`config.mk`:
```
export PLATFORM = sky130hd
export DESIGN_NAME = pid_remap_table
export DESIGN_NICKNAME = d
export VERILOG_FILES = /design/src/rtl/pidrt_pkg.sv /design/src/rtl/pidrt_mem.sv /design/src/rtl/pid_remap_table.sv
export SDC_FILE = /design/constraint.sdc
export NUM_CORES = 1
export LEC_CHECK = 0
export BUFFER_PORTS_ARGS = -buffer_cell sky130_fd_sc_hd__buf_2
export CAP_MARGIN = 20
export CORE_AREA = 2 2 272 248
export DETAILED_ROUTE_END_ITERATION = 8
export DIE_AREA = 0 0 274 250
export PLACE_DENSITY = 0.8
export SETUP_SLACK_MARGIN = 0.3
export SYNTH_ARGS = -nofsm -noshare
export SYNTH_HDL_FRONTEND = slang
export SYNTH_SLANG_ARGS = --single-unit
```
`constraint.sdc`:
```
create_clock -name clock -period 5.56 [get_ports clock]
set_input_delay 1.112 -clock clock [delete_from_list [all_inputs] [get_ports clock]]
set_output_delay 1.112 -clock clock [all_outputs]
set_load 0.03 [all_outputs]
```
`src/rtl/pidrt_pkg.sv`:
```
// Shared types and operation codes for the identifier remap table.
// No dependencies.
package pidrt_pkg;

   localparam int PID_W = 13;

   typedef logic [PID_W-1:0] pid_type;
   typedef logic [1:0]       func_type;

   localparam func_type FUNC_LOOKUP = 2'd0;
   localparam func_type FUNC_ADD    = 2'd1;
   localparam func_type FUNC_DELETE = 2'd2;

   // One table slot: original identifier and its replacement.
   typedef struct packed {
      pid_type src;
      pid_type tgt;
   } slot_type;

endpackage

```
`src/rtl/pidrt_mem.sv`:
```
// Slot store: one write port, one read port with registered read data.
// Depends on pidrt_pkg for the slot layout.
module pidrt_mem #(
   parameter int ENTRIES = 32,
   parameter int AW      = 5
) (
   input  logic               clock,
   input  logic               wr_en,
   input  logic [AW-1:0]      wr_addr,
   input  pidrt_pkg::slot_type wr_data,
   input  logic               rd_en,
   input  logic [AW-1:0]      rd_addr,
   output pidrt_pkg::slot_type rd_data
);
   import pidrt_pkg::*;

   slot_type mem_ff [ENTRIES];
   slot_type rd_data_ff;

   always_ff @(posedge clock) begin
      if (wr_en) begin
         mem_ff[wr_addr] <= wr_data;
      end
      if (rd_en) begin
         rd_data_ff <= mem_ff[rd_addr];
      end
   end

   assign rd_data = rd_data_ff;

endmodule

```
`src/rtl/pid_remap_table.sv`:
```
// Top level of the identifier remap table: sequencer, shared comparator, result register.
// Depends on pidrt_pkg and pidrt_mem.
//
//   channel | dir | tdata                         | tuser
//   req     | in  | source_pid, target_pid        | func
//   rsp     | out | mapped_pid                    | ok
//
// A lookup, add or delete scans the slots one per cycle through the single read port
// and comparator; a zero source_pid or an unused func skips the scan and goes straight
// to the response with ok low. After reset a clearing pass writes every slot, with
// req_tready low. A result waits in the output register; a stalled rsp only delays
// the end of the following transaction.
module pid_remap_table #(
   parameter int ENTRIES = 32
) (
   input  logic        clock,
   input  logic        reset,
   input  logic        req_tvalid,
   output logic        req_tready,
   input  logic [31:0] req_tdata,   // source_pid[12:0], target_pid[25:13], zero[31:26]
   input  logic [1:0]  req_tuser,   // func[1:0]
   output logic        rsp_tvalid,
   input  logic        rsp_tready,
   output logic [15:0] rsp_tdata,   // mapped_pid[12:0], zero[15:13]
   output logic        rsp_tuser    // ok[0]
);
   import pidrt_pkg::*;

   localparam int AW = (ENTRIES > 1) ? $clog2(ENTRIES) : 1;
   localparam logic [AW-1:0] LAST = AW'(ENTRIES - 1);

   typedef enum logic [1:0] {
      ST_CLEAR,
      ST_IDLE,
      ST_SCAN,
      ST_RESP
   } state_type;

   state_type        state_ff, state_in;
   func_type         func_ff, func_in;
   pid_type          src_ff, src_in;
   pid_type          tgt_ff, tgt_in;
   logic [AW-1:0]    addr_ff, addr_in;
   logic             rd_done_ff, rd_done_in;
   logic             cmp_valid_ff, cmp_valid_in;
   logic [AW-1:0]    cmp_addr_ff, cmp_addr_in;
   logic             ok_ff, ok_in;
   pid_type          mapped_ff, mapped_in;
   logic             rsp_valid_ff, rsp_valid_in;
   logic             rsp_ok_ff, rsp_ok_in;
   pid_type          rsp_pid_ff, rsp_pid_in;

   logic             req_accept;
   logic             issue;
   logic             hit;
   pid_type          key;
   logic             wr_en;
   logic [AW-1:0]    wr_addr;
   slot_type         wr_data;
   slot_type         rd_data;

   pidrt_mem #(
      .ENTRIES (ENTRIES),
      .AW      (AW)
   ) u_mem (
      .clock   (clock),
      .wr_en   (wr_en),
      .wr_addr (wr_addr),
      .wr_data (wr_data),
      .rd_en   (issue),
      .rd_addr (addr_ff),
      .rd_data (rd_data)
   );

   assign req_tready = (state_ff == ST_IDLE);
   assign req_accept = req_tvalid & req_tready;

   // add hunts for a free slot, the others for the source identifier
   assign key   = (func_ff == FUNC_ADD) ? '0 : src_ff;
   assign issue = (state_ff == ST_SCAN) & ~rd_done_ff;
   assign hit   = (state_ff == ST_SCAN) & cmp_valid_ff & (rd_data.src == key);

   always_comb begin
      wr_en   = 1'b0;
      wr_addr = addr_ff;
      wr_data = '0;
      if (state_ff == ST_CLEAR) begin
         wr_en = 1'b1;
      end else if (hit && (func_ff != FUNC_LOOKUP)) begin
         wr_en   = 1'b1;
         wr_addr = cmp_addr_ff;
         if (func_ff == FUNC_ADD) begin
            wr_data.src = src_ff;
            wr_data.tgt = tgt_ff;
         end
      end
   end

   always_comb begin
      state_in     = state_ff;
      func_in      = func_ff;
      src_in       = src_ff;
      tgt_in       = tgt_ff;
      addr_in      = addr_ff;
      rd_done_in   = rd_done_ff;
      cmp_valid_in = issue;
      cmp_addr_in  = addr_ff;
      ok_in        = ok_ff;
      mapped_in    = mapped_ff;
      rsp_valid_in = rsp_valid_ff & ~rsp_tready;
      rsp_ok_in    = rsp_ok_ff;
      rsp_pid_in   = rsp_pid_ff;

      case (state_ff)
         ST_CLEAR: begin
            addr_in = addr_ff + AW'(1);
            if (addr_ff == LAST) begin
               state_in = ST_IDLE;
            end
         end
         ST_IDLE: begin
            if (req_accept) begin
               func_in    = req_tuser;
               src_in     = req_tdata[PID_W-1:0];
               tgt_in     = req_tdata[2*PID_W-1:PID_W];
               addr_in    = '0;
               rd_done_in = 1'b0;
               ok_in      = 1'b0;
               mapped_in  = '0;
               if ((req_tdata[PID_W-1:0] == '0) ||
                   ((req_tuser != FUNC_LOOKUP) && (req_tuser != FUNC_ADD) &&
                    (req_tuser != FUNC_DELETE))) begin
                  state_in = ST_RESP;
               end else begin
                  state_in = ST_SCAN;
               end
            end
         end
         ST_SCAN: begin
            if (issue) begin
               if (addr_ff == LAST) begin
                  rd_done_in = 1'b1;
               end else begin
                  addr_in = addr_ff + AW'(1);
               end
            end
            if (hit) begin
               ok_in = 1'b1;
               if (func_ff == FUNC_LOOKUP) begin
                  mapped_in = rd_data.tgt;
               end
               state_in = ST_RESP;
            end else if (cmp_valid_ff && (cmp_addr_ff == LAST)) begin
               state_in = ST_RESP;
            end
         end
         ST_RESP: begin
            if (!rsp_valid_ff || rsp_tready) begin
               rsp_valid_in = 1'b1;
               rsp_ok_in    = ok_ff;
               rsp_pid_in   = mapped_ff;
               state_in     = ST_IDLE;
            end
         end
         default: begin
            state_in = ST_IDLE;
         end
      endcase
   end

   always_ff @(posedge clock) begin
      if (reset) begin
         state_ff     <= ST_CLEAR;
         addr_ff      <= '0;
         rd_done_ff   <= 1'b0;
         cmp_valid_ff <= 1'b0;
         rsp_valid_ff <= 1'b0;
      end else begin
         state_ff     <= state_in;
         addr_ff      <= addr_in;
         rd_done_ff   <= rd_done_in;
         cmp_valid_ff <= cmp_valid_in;
         rsp_valid_ff <= rsp_valid_in;
      end
      func_ff     <= func_in;
      src_ff      <= src_in;
      tgt_ff      <= tgt_in;
      cmp_addr_ff <= cmp_addr_in;
      ok_ff       <= ok_in;
      mapped_ff   <= mapped_in;
      rsp_ok_ff   <= rsp_ok_in;
      rsp_pid_ff  <= rsp_pid_in;
   end

   assign rsp_tvalid = rsp_valid_ff;
   assign rsp_tdata  = {{(16-PID_W){1'b0}}, rsp_pid_ff};
   assign rsp_tuser  = rsp_ok_ff;

endmodule

```
==> results by stage, run 1 <==
Clocking:
- The maximum level of the CTS H-tree is 3.
- After clock tree synthesis, the repair step resized 0 gates.
- TritonCTS built the clock tree.
- The CTS sink count is 929.
- Counting along the longest clock path gives a buffer depth of 3.
- The master cell of the clock root buffer is clkbuf_16.
- After clock tree synthesis, the setup repair step added 0 buffers.
- The cts-stage hold buffer count is 0.
- The clock latency at the later pin of the worst-skew pair is 0.64 ns.
- In this run, CTS created clock tree buffers numbering 85.
- The clock-pin slew of the registers on the worst-case setup and hold paths is 0.06 ns.

Global routing:
- The number of antenna violations at the first check in global routing was 1.
- Entering global routing, the biggest net connects 68 pins.
- Summed over all layers, the global routing overflow is 0.
- The first global-routing pass estimated 124 mm of wire.
- The number of global-route vias before repair is 17800.
- The combined global-route utilization of all metal layers is 0.256.

Layout:
- The layout has 4205 filler cells.
- The count of nets after finishing is about 1700.
- The combined flip-flop and latch cell area is 0.0278 mm2.
- The antenna diode count is 0.
- From synthesis to final layout, the design area changed by 13.1%.
- The multi-input combinational cells in the finished layout cover a total of between 0.007 and 0.008 mm2.
- In the final layout, the share of cells above drive strength 1 is 0.327.

Drt:
- The remaining number of nets flagged by the antenna check after routing is 0.
- After detailed routing, the average wire length per cell comes to approximately 33 um.
- The first detailed-routing pass ran for 5 iterations.
- The total wire length is a little under 90 mm.
- After detailed routing, the number of remaining DRC violations is 0.
- The via total after detailed routing is 17500.
- The number of design-rule violations left by the first detailed-router iteration is 2699.
- The via density per instance is 6.71.

Placement:
- Routability-driven placement finished with a final weighted congestion of 0.870.
- The total of buffers placed on input and output ports is 47.
- Summed over all nets, the half-perimeter wirelength after detailed placement is roughly 45 mm.
- Before CTS, the worst setup slack after placement is roughly 1.1 ns.

Logic synthesis:
- The share of cell area taken by muxes after synthesis is 0.176.
- The proportion of register bits with asynchronous set or reset after synthesis is 0.
- After synthesis, the mean cell area works out to 23.1 um2.
- The sequential cell area fraction in the yosys report is 0.775.
- The most used flip-flop cell after synthesis is edfxtp_1.
- Summed over all instances, the cell type with the most area after synthesis is edfxtp_1.
- The register bit count reported by yosys is 929.
- The mapped netlist covers between 0.03 and 0.04 mm2.
- Of the total synthesized cell area, the portion taken by full adders, half adders and majority gates is 0.00210.
- The post-synthesis xor/xnor area fraction is 0.00147.
- After synthesis, the cell types taking the most area are edfxtp_1 (77%), mux4_2 (16%), dfxtp_1 (0.84%), mux2_2 (0.82%), nor2_1 (0.76%).
- The total of warnings raised by yosys is 0.
- The portion of synthesized cell area occupied by the leading cell type is 0.767.
- The cell count after synthesis came out at 1547.
- The dominant combinational cell family by area after synthesis is multiplexers.
- The number of enable flip-flop cells after synthesis is 914.
- Yosys mapped the design onto 46 distinct sky130hd cell types.
- The share of synthesized cell area in and, or, nand and nor gates is 0.0263.
- The fraction of the mapped netlist area in compound gates is 0.00682.

Min path:
- The worst hold path depth is 0.
- The path with the worst hold slack has its endpoint at rsp_pid_ff[7]$_DFFE_PP_.
- The classification of the worst-slack hold path is reg2reg.
- The startpoint identified for the worst hold timing path is mapped_ff[7]$_SDFFCE_PN0P_.

Die:
- The area inside the core boundary is approximately 0.066 mm2.
- The floorplan step defined a die boundary enclosing 0.0685 mm2.
- The number of top-level design ports is 57.
- The initial standard-cell utilization of the core is 0.542.
- The number of placement rows is 90.
- The die outline height is 250 um.
- From left edge to right edge, the die measures about 270 um.

Critical path:
- The number of cells on the worst reg-to-reg path is 10.
- The worst register-to-register path begins at func_ff[1]$_DFFE_PP_.
- The dominant cell type by count on the critical path is buf_4.
- The worst register-to-register path ends at u_mem.mem_ff[13][10]$_DFFE_PP_.
- The cell with the largest stage delay on the worst path is nor2b_1.
- The element type at the critical path start is a register.
- The critical path capture point type is a register.
- For this run, the slowest stage of the critical path takes around 0.85 ns.
- The register-to-register setup slack is 0.68 ns.
- The required time at the endpoint of the critical path is just under 6 ns.
- Walking the worst path, the cells encountered are nor2b_1, nor2_1, o32ai_1, nand4_1, nor4_4, buf_4, a22oi_2, buf_4, nor2_4, buf_4.
- The top fanout value on the critical path is 18.
- Data on the critical path arrives at its endpoint at approximately 5.2 ns.
- The setup path with the least slack is of type reg2reg.

Timing:
- The number of failing hold endpoints at the final stage came to 0.
- The maximum operating frequency is 0.205 GHz.
- The post-route setup TNS is 0 ns.
- The smallest setup slack after layout is 0.677 ns.
- The max-slew violation total from the final report was 0.
- Across the routed clock network, the largest skew measured is 0.0277 ns.
- For the finished layout, the period the worst path requires is 4.88 ns.
- The slew of the pin with the lowest slew margin is 1.21 ns.
- The number of setup violations in the final report is 0.
- Setup repair after global routing left no endpoint under its margin.
- Headroom to the max-slew limit came out at 0.190.
- Of the available clock period, the critical path in the final layout requires 0.878.

Power:
- Summed over all cells, the static leakage comes to around 13 nW.
- In this run the power density over the cells is 443 mW/mm2.
- The completed layout was analyzed and its total power is 0.0180 W.
- VDD sags by at most ~0.43 mV.

Job:
- The tool flagged a number of max-cap violations equal to 0.

Status:
- The run finished with clean final reports.
-- per-layer routing --
layer  global-route usage  up-vias  share of wire
met4               0.0894        0          0.036
li1                     -     6784              -
met2                0.405     1345           0.49
met1                0.354     9153           0.36
met3               0.0593      213           0.11
met5                    0        -              0
-- where the power goes --
part	switching [W]	internal, W	leakage [nW]	total (W)
clock network	0.00254	0.00323	1.32	0.00576
registers	0.000336	0.00816	8.68	0.00849
logic	0.00195	0.00175	2.73	0.00370
-- critical path, delay by kind of cell (launching register included) --
family,cells,cell delay [ns]
AOI/OAI and AO/OA,2,0.69
buffers and inverters,3,0.98
and+or+nand+nor,5,2.42
DFF,1,0.43
-- per-stage QoR --
step	cell area [um2]	instances	utilization	hold slack, ns
after floorplan	35800	1549	-	0.326
after global placement	37600	2445	0.570	0.401
after detailed placement	37700	2447	0.571	0.405
after CTS	40400	2601	0.612	0.419
after global routing	40500	2607	0.614	0.432
final	40500	2607	0.614	0.419
-- Yosys cell counts (2+ instances only) --
library cell	count
a21oi_1	10
a31oi_1	7
and2_1	37
buf_1	5
buf_2	22
buf_4	12
buf_6	3
clkbuf_1	37
dfxtp_1	15
edfxtp_1	914
ha_1	6
inv_1	9
mux2_2	26
mux2i_1	16
mux4_2	260
nand2_1	14
nand2b_1	10
nand3_1	3
nor2_1	72
nor2b_1	5
nor3_1	18
nor3b_1	2
nor4_1	5
nor4bb_1	5
o21ai_0	5
o32ai_1	4
or4_1	2
xnor2_1	5
-- state kept, by name (all words and copies together), names as in the netlist --
register,cells
u_mem.mem_ff,832
rsp_pid_ff,13
func_ff,2
ok_ff,1
u_mem.rd_data,26
rsp_tvalid,1
state_ff,2
mapped_ff,13
cmp_addr_ff,5
rd_done_ff,1
tgt_ff,13
src_ff,13
cmp_valid_ff,1
addr_ff,5
rsp_tuser,1
-- how the worst max path moves through the flow --
| stage | from | endpoint | slack (ns) | depth (start not counted) |
|---|---|---|---|---|
| floorplan | state_ff[0]$_SDFFE_PP0P_ | u_mem.mem_ff[0][13]$_DFFE_PP_ | 1.70 | 7 |
| detailed placement | func_ff[1]$_DFFE_PP_ | u_mem.mem_ff[3][9]$_DFFE_PP_ | 1.13 | 10 |
| global route | func_ff[1]$_DFFE_PP_ | u_mem.mem_ff[13][10]$_DFFE_PP_ | 0.59 | 8 |
| finish | func_ff[1]$_DFFE_PP_ | u_mem.mem_ff[13][10]$_DFFE_PP_ | 0.68 | 10 |
| CTS | func_ff[1]$_DFFE_PP_ | u_mem.mem_ff[3][12]$_DFFE_PP_ | 0.88 | 10 |
| global placement | func_ff[1]$_DFFE_PP_ | u_mem.mem_ff[13][10]$_DFFE_PP_ | 1.29 | 10 |
-- cells in the final DEF (no fill, tap or decap), types with 9 or more instances in the layout --
cell type  count
buf_12        16
nand2b_1      10
and2_1        37
edfxtp_1     914
dfxtp_1       10
nor3_1        18
inv_1          9
a21oi_1       10
mux4_2       260
clkinv_1      17
nand2_1       14
clkbuf_16     88
clkbuf_1      14
mux2i_1       16
nor2_4        33
buf_4         41
nor2_1        39
clkinv_2      17
mux2_2        26
buf_2         47
-- cell families (layout without fill, tap and decap cells) --
logic type	count (synthesis)	after routing
flip-flops	929	929
multiplexers	302	302
AND/OR/NAND/NOR	180	180
buffers and inverters	88	272
AO/OA/AOI/OAI	35	35
adder cells (fa/ha/maj)	6	6
XOR/XNOR	6	6
other	1	3
-- area by class of cell --
cell class / count / area share
well taps: 874 / 0.0270
clock buffers: 102 / 0.0557
repair buffers: 109 / 0.0244
flip-flops and latches: 929 / 0.686
clock inverters: 52 / 0.0112
inverters: 9 / 0.000834
multi-input cells: 532 / 0.195
Note: power is estimated with default switching activity, not from simulation.
==> run 2, diff against run 1 <==
==> constraint.sdc (replaced) <==
create_clock -name clock -period 5.9 [get_ports clock]
set_input_delay 1.18 -clock clock [delete_from_list [all_inputs] [get_ports clock]]
set_output_delay 1.18 -clock clock [all_outputs]
set_load 0.03 [all_outputs]
==> run 2 against run 1 <==
Compared with the run above:
- worst setup slack better by 0.23 ns
- design area up 0.15%
- sequential power down 5.8%
- clock skew up 0.0033 ns
- clock power down 2%
- register-to-register slack better by 0.23 ns
- critical path depth unchanged
- critical path type unchanged
- largest cell class unchanged
- highest routed layer unchanged
==> results by stage, run 2 (synthesized netlist as in run 1, its figures left out) <==
Status:
- The run finished with clean final reports.

Drt:
- The detailed router placed ~18000 vias in this run.
- The number of design-rule violations left by the first detailed-router iteration is a little under 3000.
- For this run, design rule violations remaining after detail routing come to 0.
- After detailed routing, the average wire length per cell comes to around 34 um.
- The via density per instance is between 6 and 7.
- The iteration count of the initial detailed-routing pass is 5.
- The total wire length is 88.0 mm.
- The remaining number of nets flagged by the antenna check after routing is 0.

Die:
- The total die area is 0.0685 mm2.
- For this configuration, the core starts out at a cell density of 0.542.
- The die outline height is 250 um.
- The die span in x is 274 um.
- The core region is approximately 0.066 mm2.
- The number of top-level design ports is 57.
- The floorplan has 90 rows.

Power:
- In this run the static leakage power is between 10 and 15 nW.
- IR analysis of the VDD net gives a maximum drop of 0.320 mV.
- Dividing total power by cell area gives a power density of ~420 mW/mm2.

Clocking:
- In this run the deepest clock path goes through 3 buffers.
- TritonCTS created 84 clock buffers.
- After clock tree synthesis, the clock-pin slew on the worst setup and hold paths is 0.06 ns.
- In this run the post-CTS setup repair buffer count came out at 0.
- TritonCTS built the clock tree.
- The post-cts sizing count is 0.
- The H-tree was split into 3 levels.
- The CTS sink count is 929.
- Buffers inserted to repair hold after CTS numbered 0.
- The clock latency at the later pin of the worst-skew pair is 0.64 ns.
- The master cell of the clock root buffer is clkbuf_16.

Timing:
- The slew of the pin with the lowest slew margin is 1.14 ns.
- Setup repair after global routing left no endpoint under its margin.
- The number of failing hold endpoints at the final stage is 0.
- Measured against its own limit, the worst slew margin works out to 0.243.
- For the final routed database, the setup TNS stands at 0 ns.
- The max-slew violation total from the final report is 0.
- Of the available clock period, the critical path in the final layout requires 0.847.
- The maximum operating frequency is 0.200 GHz.
- The number of setup violations in the final report is 0.
- The largest clock skew in the final design is 0.0310 ns.
- The time the final worst path needs with I/O delays and setup is 5.00 ns.
- The smallest setup slack after layout is 0.905 ns.

Critical path:
- The endpoint identified for the worst register-to-register timing path is u_mem.mem_ff[19][25]$_DFFE_PP_.
- The dominant cell type by count on the critical path is buf_4.
- The kind of cell with the highest combined delay along the critical path is simple AND/OR/NAND/NOR gates.
- The number of buffers and inverters on the critical path is 3.
- The startpoint identified for the worst register-to-register timing path is func_ff[1]$_DFFE_PP_.
- The worst setup path is captured at a register.
- The worst setup path is launched from a register.
- For the worst setup path, the data required time is 6.25 ns.
- Of all nets on the critical path, the largest fanout is 18.
- The worst register-to-register path has a setup slack of 0.90 ns.
- The critical path is of the reg2reg type.
- Tracing the worst setup path back leads to its startpoint at func_ff[1]$_DFFE_PP_.
- For the worst flop-to-flop path, the logic depth is 10.
- The signal on the critical path passes through nor2b_1, nor2_1, o32ai_1, nand4_1, nor4_4, buf_4, a22oi_2, buf_4, nor2_4, buf_4.
- STA puts the critical path data arrival time at approximately 5.3 ns.
- The cell with the largest stage delay on the worst path is nor2b_1.
- The largest incremental delay on the critical path is 0.85 ns.

Job:
- The number of max-cap violations is 0.

Layout:
- In the layout the commonest cells are edfxtp_1 (914), mux4_2 (260), clkbuf_16 (86).
- The post-synthesis to final-layout area growth is 13.3%.
- The register with the most flip-flops in the layout has 832 of them.
- In the final layout, the share of cells above drive strength 1 is 0.326.
- More flip-flops sit in one register than any other, and that register is u_mem.mem_ff.
- After the last flow step, the layout net total stands at 1714.
- The filler cell count is 4205.
- The most common library cell in the layout ignoring fill and taps is edfxtp_1.

Global routing:
- The wire length of the first global-routing pass is about 130 mm.
- The pin count of the biggest net entering global routing is 66.
- The remaining global-route overflow is 0.
- The number of antenna violations at the first check in global routing is 2.
- The number of global-route vias before repair is 17900.
- The combined global-route utilization of all metal layers is 0.258.

Placement:
- In this run the tool buffered the top-level ports with 47 buffer cells.
- The placed wire-length estimate is 44.3 mm.
- The setup slack after placement is 1.27 ns.
- The weighted congestion at the end of routability-driven global placement is 0.815.

Min path:
- Counting instances, the worst hold path has a depth of 0.
- The classification of the worst-slack hold path is reg2reg.
- The hold path startpoint is mapped_ff[2]$_SDFFCE_PN0P_.
- The path with the worst hold slack has its endpoint at rsp_pid_ff[2]$_DFFE_PP_.
-- run 2: cell types whose count changed in the layout (fill, tap and decap cells not counted), sizes merged --
cell      before  now
buf          109  114
bufinv         7   13
clkbuf       102  103
clkinv        35   32
clkinvlp       6    3
diode          0    4
inv           13   12
-- run 2: area by class of cell --
cell class | instances | area [um2] | share of cell area
antenna | 4 | 10.0 | 0.000247
clock buffer | 103 | 2220 | 0.0546
clock inverter | 51 | 614 | 0.0151
inverter | 9 | 33.8 | 0.000833
multi-input combinational | 532 | 7920 | 0.195
sequential | 929 | 27800 | 0.685
tap | 874 | 1090 | 0.0270
timing repair buffer | 114 | 908 | 0.0224
-- run 2: how the worst max path moves through the flow --
stage          slack [ns]                        endpoint  cells after the start
3_5_place_dp         1.27  u_mem.mem_ff[19][23]$_DFFE_PP_                     10
2_1_floorplan        2.04   u_mem.mem_ff[0][13]$_DFFE_PP_                      7
3_3_place_gp         1.36   u_mem.mem_ff[14][8]$_DFFE_PP_                      9
6_report             0.90  u_mem.mem_ff[19][25]$_DFFE_PP_                     10
4_1_cts              1.02  u_mem.mem_ff[19][25]$_DFFE_PP_                     10
5_1_grt              0.84  u_mem.mem_ff[19][14]$_DFFE_PP_                     10
-- run 2: per-layer routing --
layer | vias to the layer above | GRT usage | routed length, um | share of wire
met5 | - | 0 | 0 | 0
met4 | 0 | 0.0868 | 2550 | 0.029
met3 | 165 | 0.0533 | 10400 | 0.12
met2 | 1453 | 0.404 | 42900 | 0.49
met1 | 9280 | 0.369 | 32200 | 0.37
li1 | 6803 | - | - | -
-- run 2: through the flow --
step / area [um2] / cells / util / power (W) / hold WS [ns]
floorplan: 35800 / 1549 / - / 0.0105 / 0.326
global placement: 37500 / 2450 / 0.569 / 0.0115 / 0.401
detailed placement: 37500 / 2450 / 0.569 / 0.0116 / 0.407
CTS: 40400 / 2604 / 0.612 / 0.0172 / 0.424
global route: 40500 / 2612 / 0.614 / 0.0177 / 0.431
finish: 40600 / 2616 / 0.615 / 0.0172 / 0.421
-- run 2: power breakdown --
group          switching, W  internal, W  leakage (nW)
Clock               0.00240      0.00326          1.37
Combinational       0.00188      0.00170          2.74
Sequential         0.000313      0.00769          8.68
Total               0.00459       0.0126          12.8
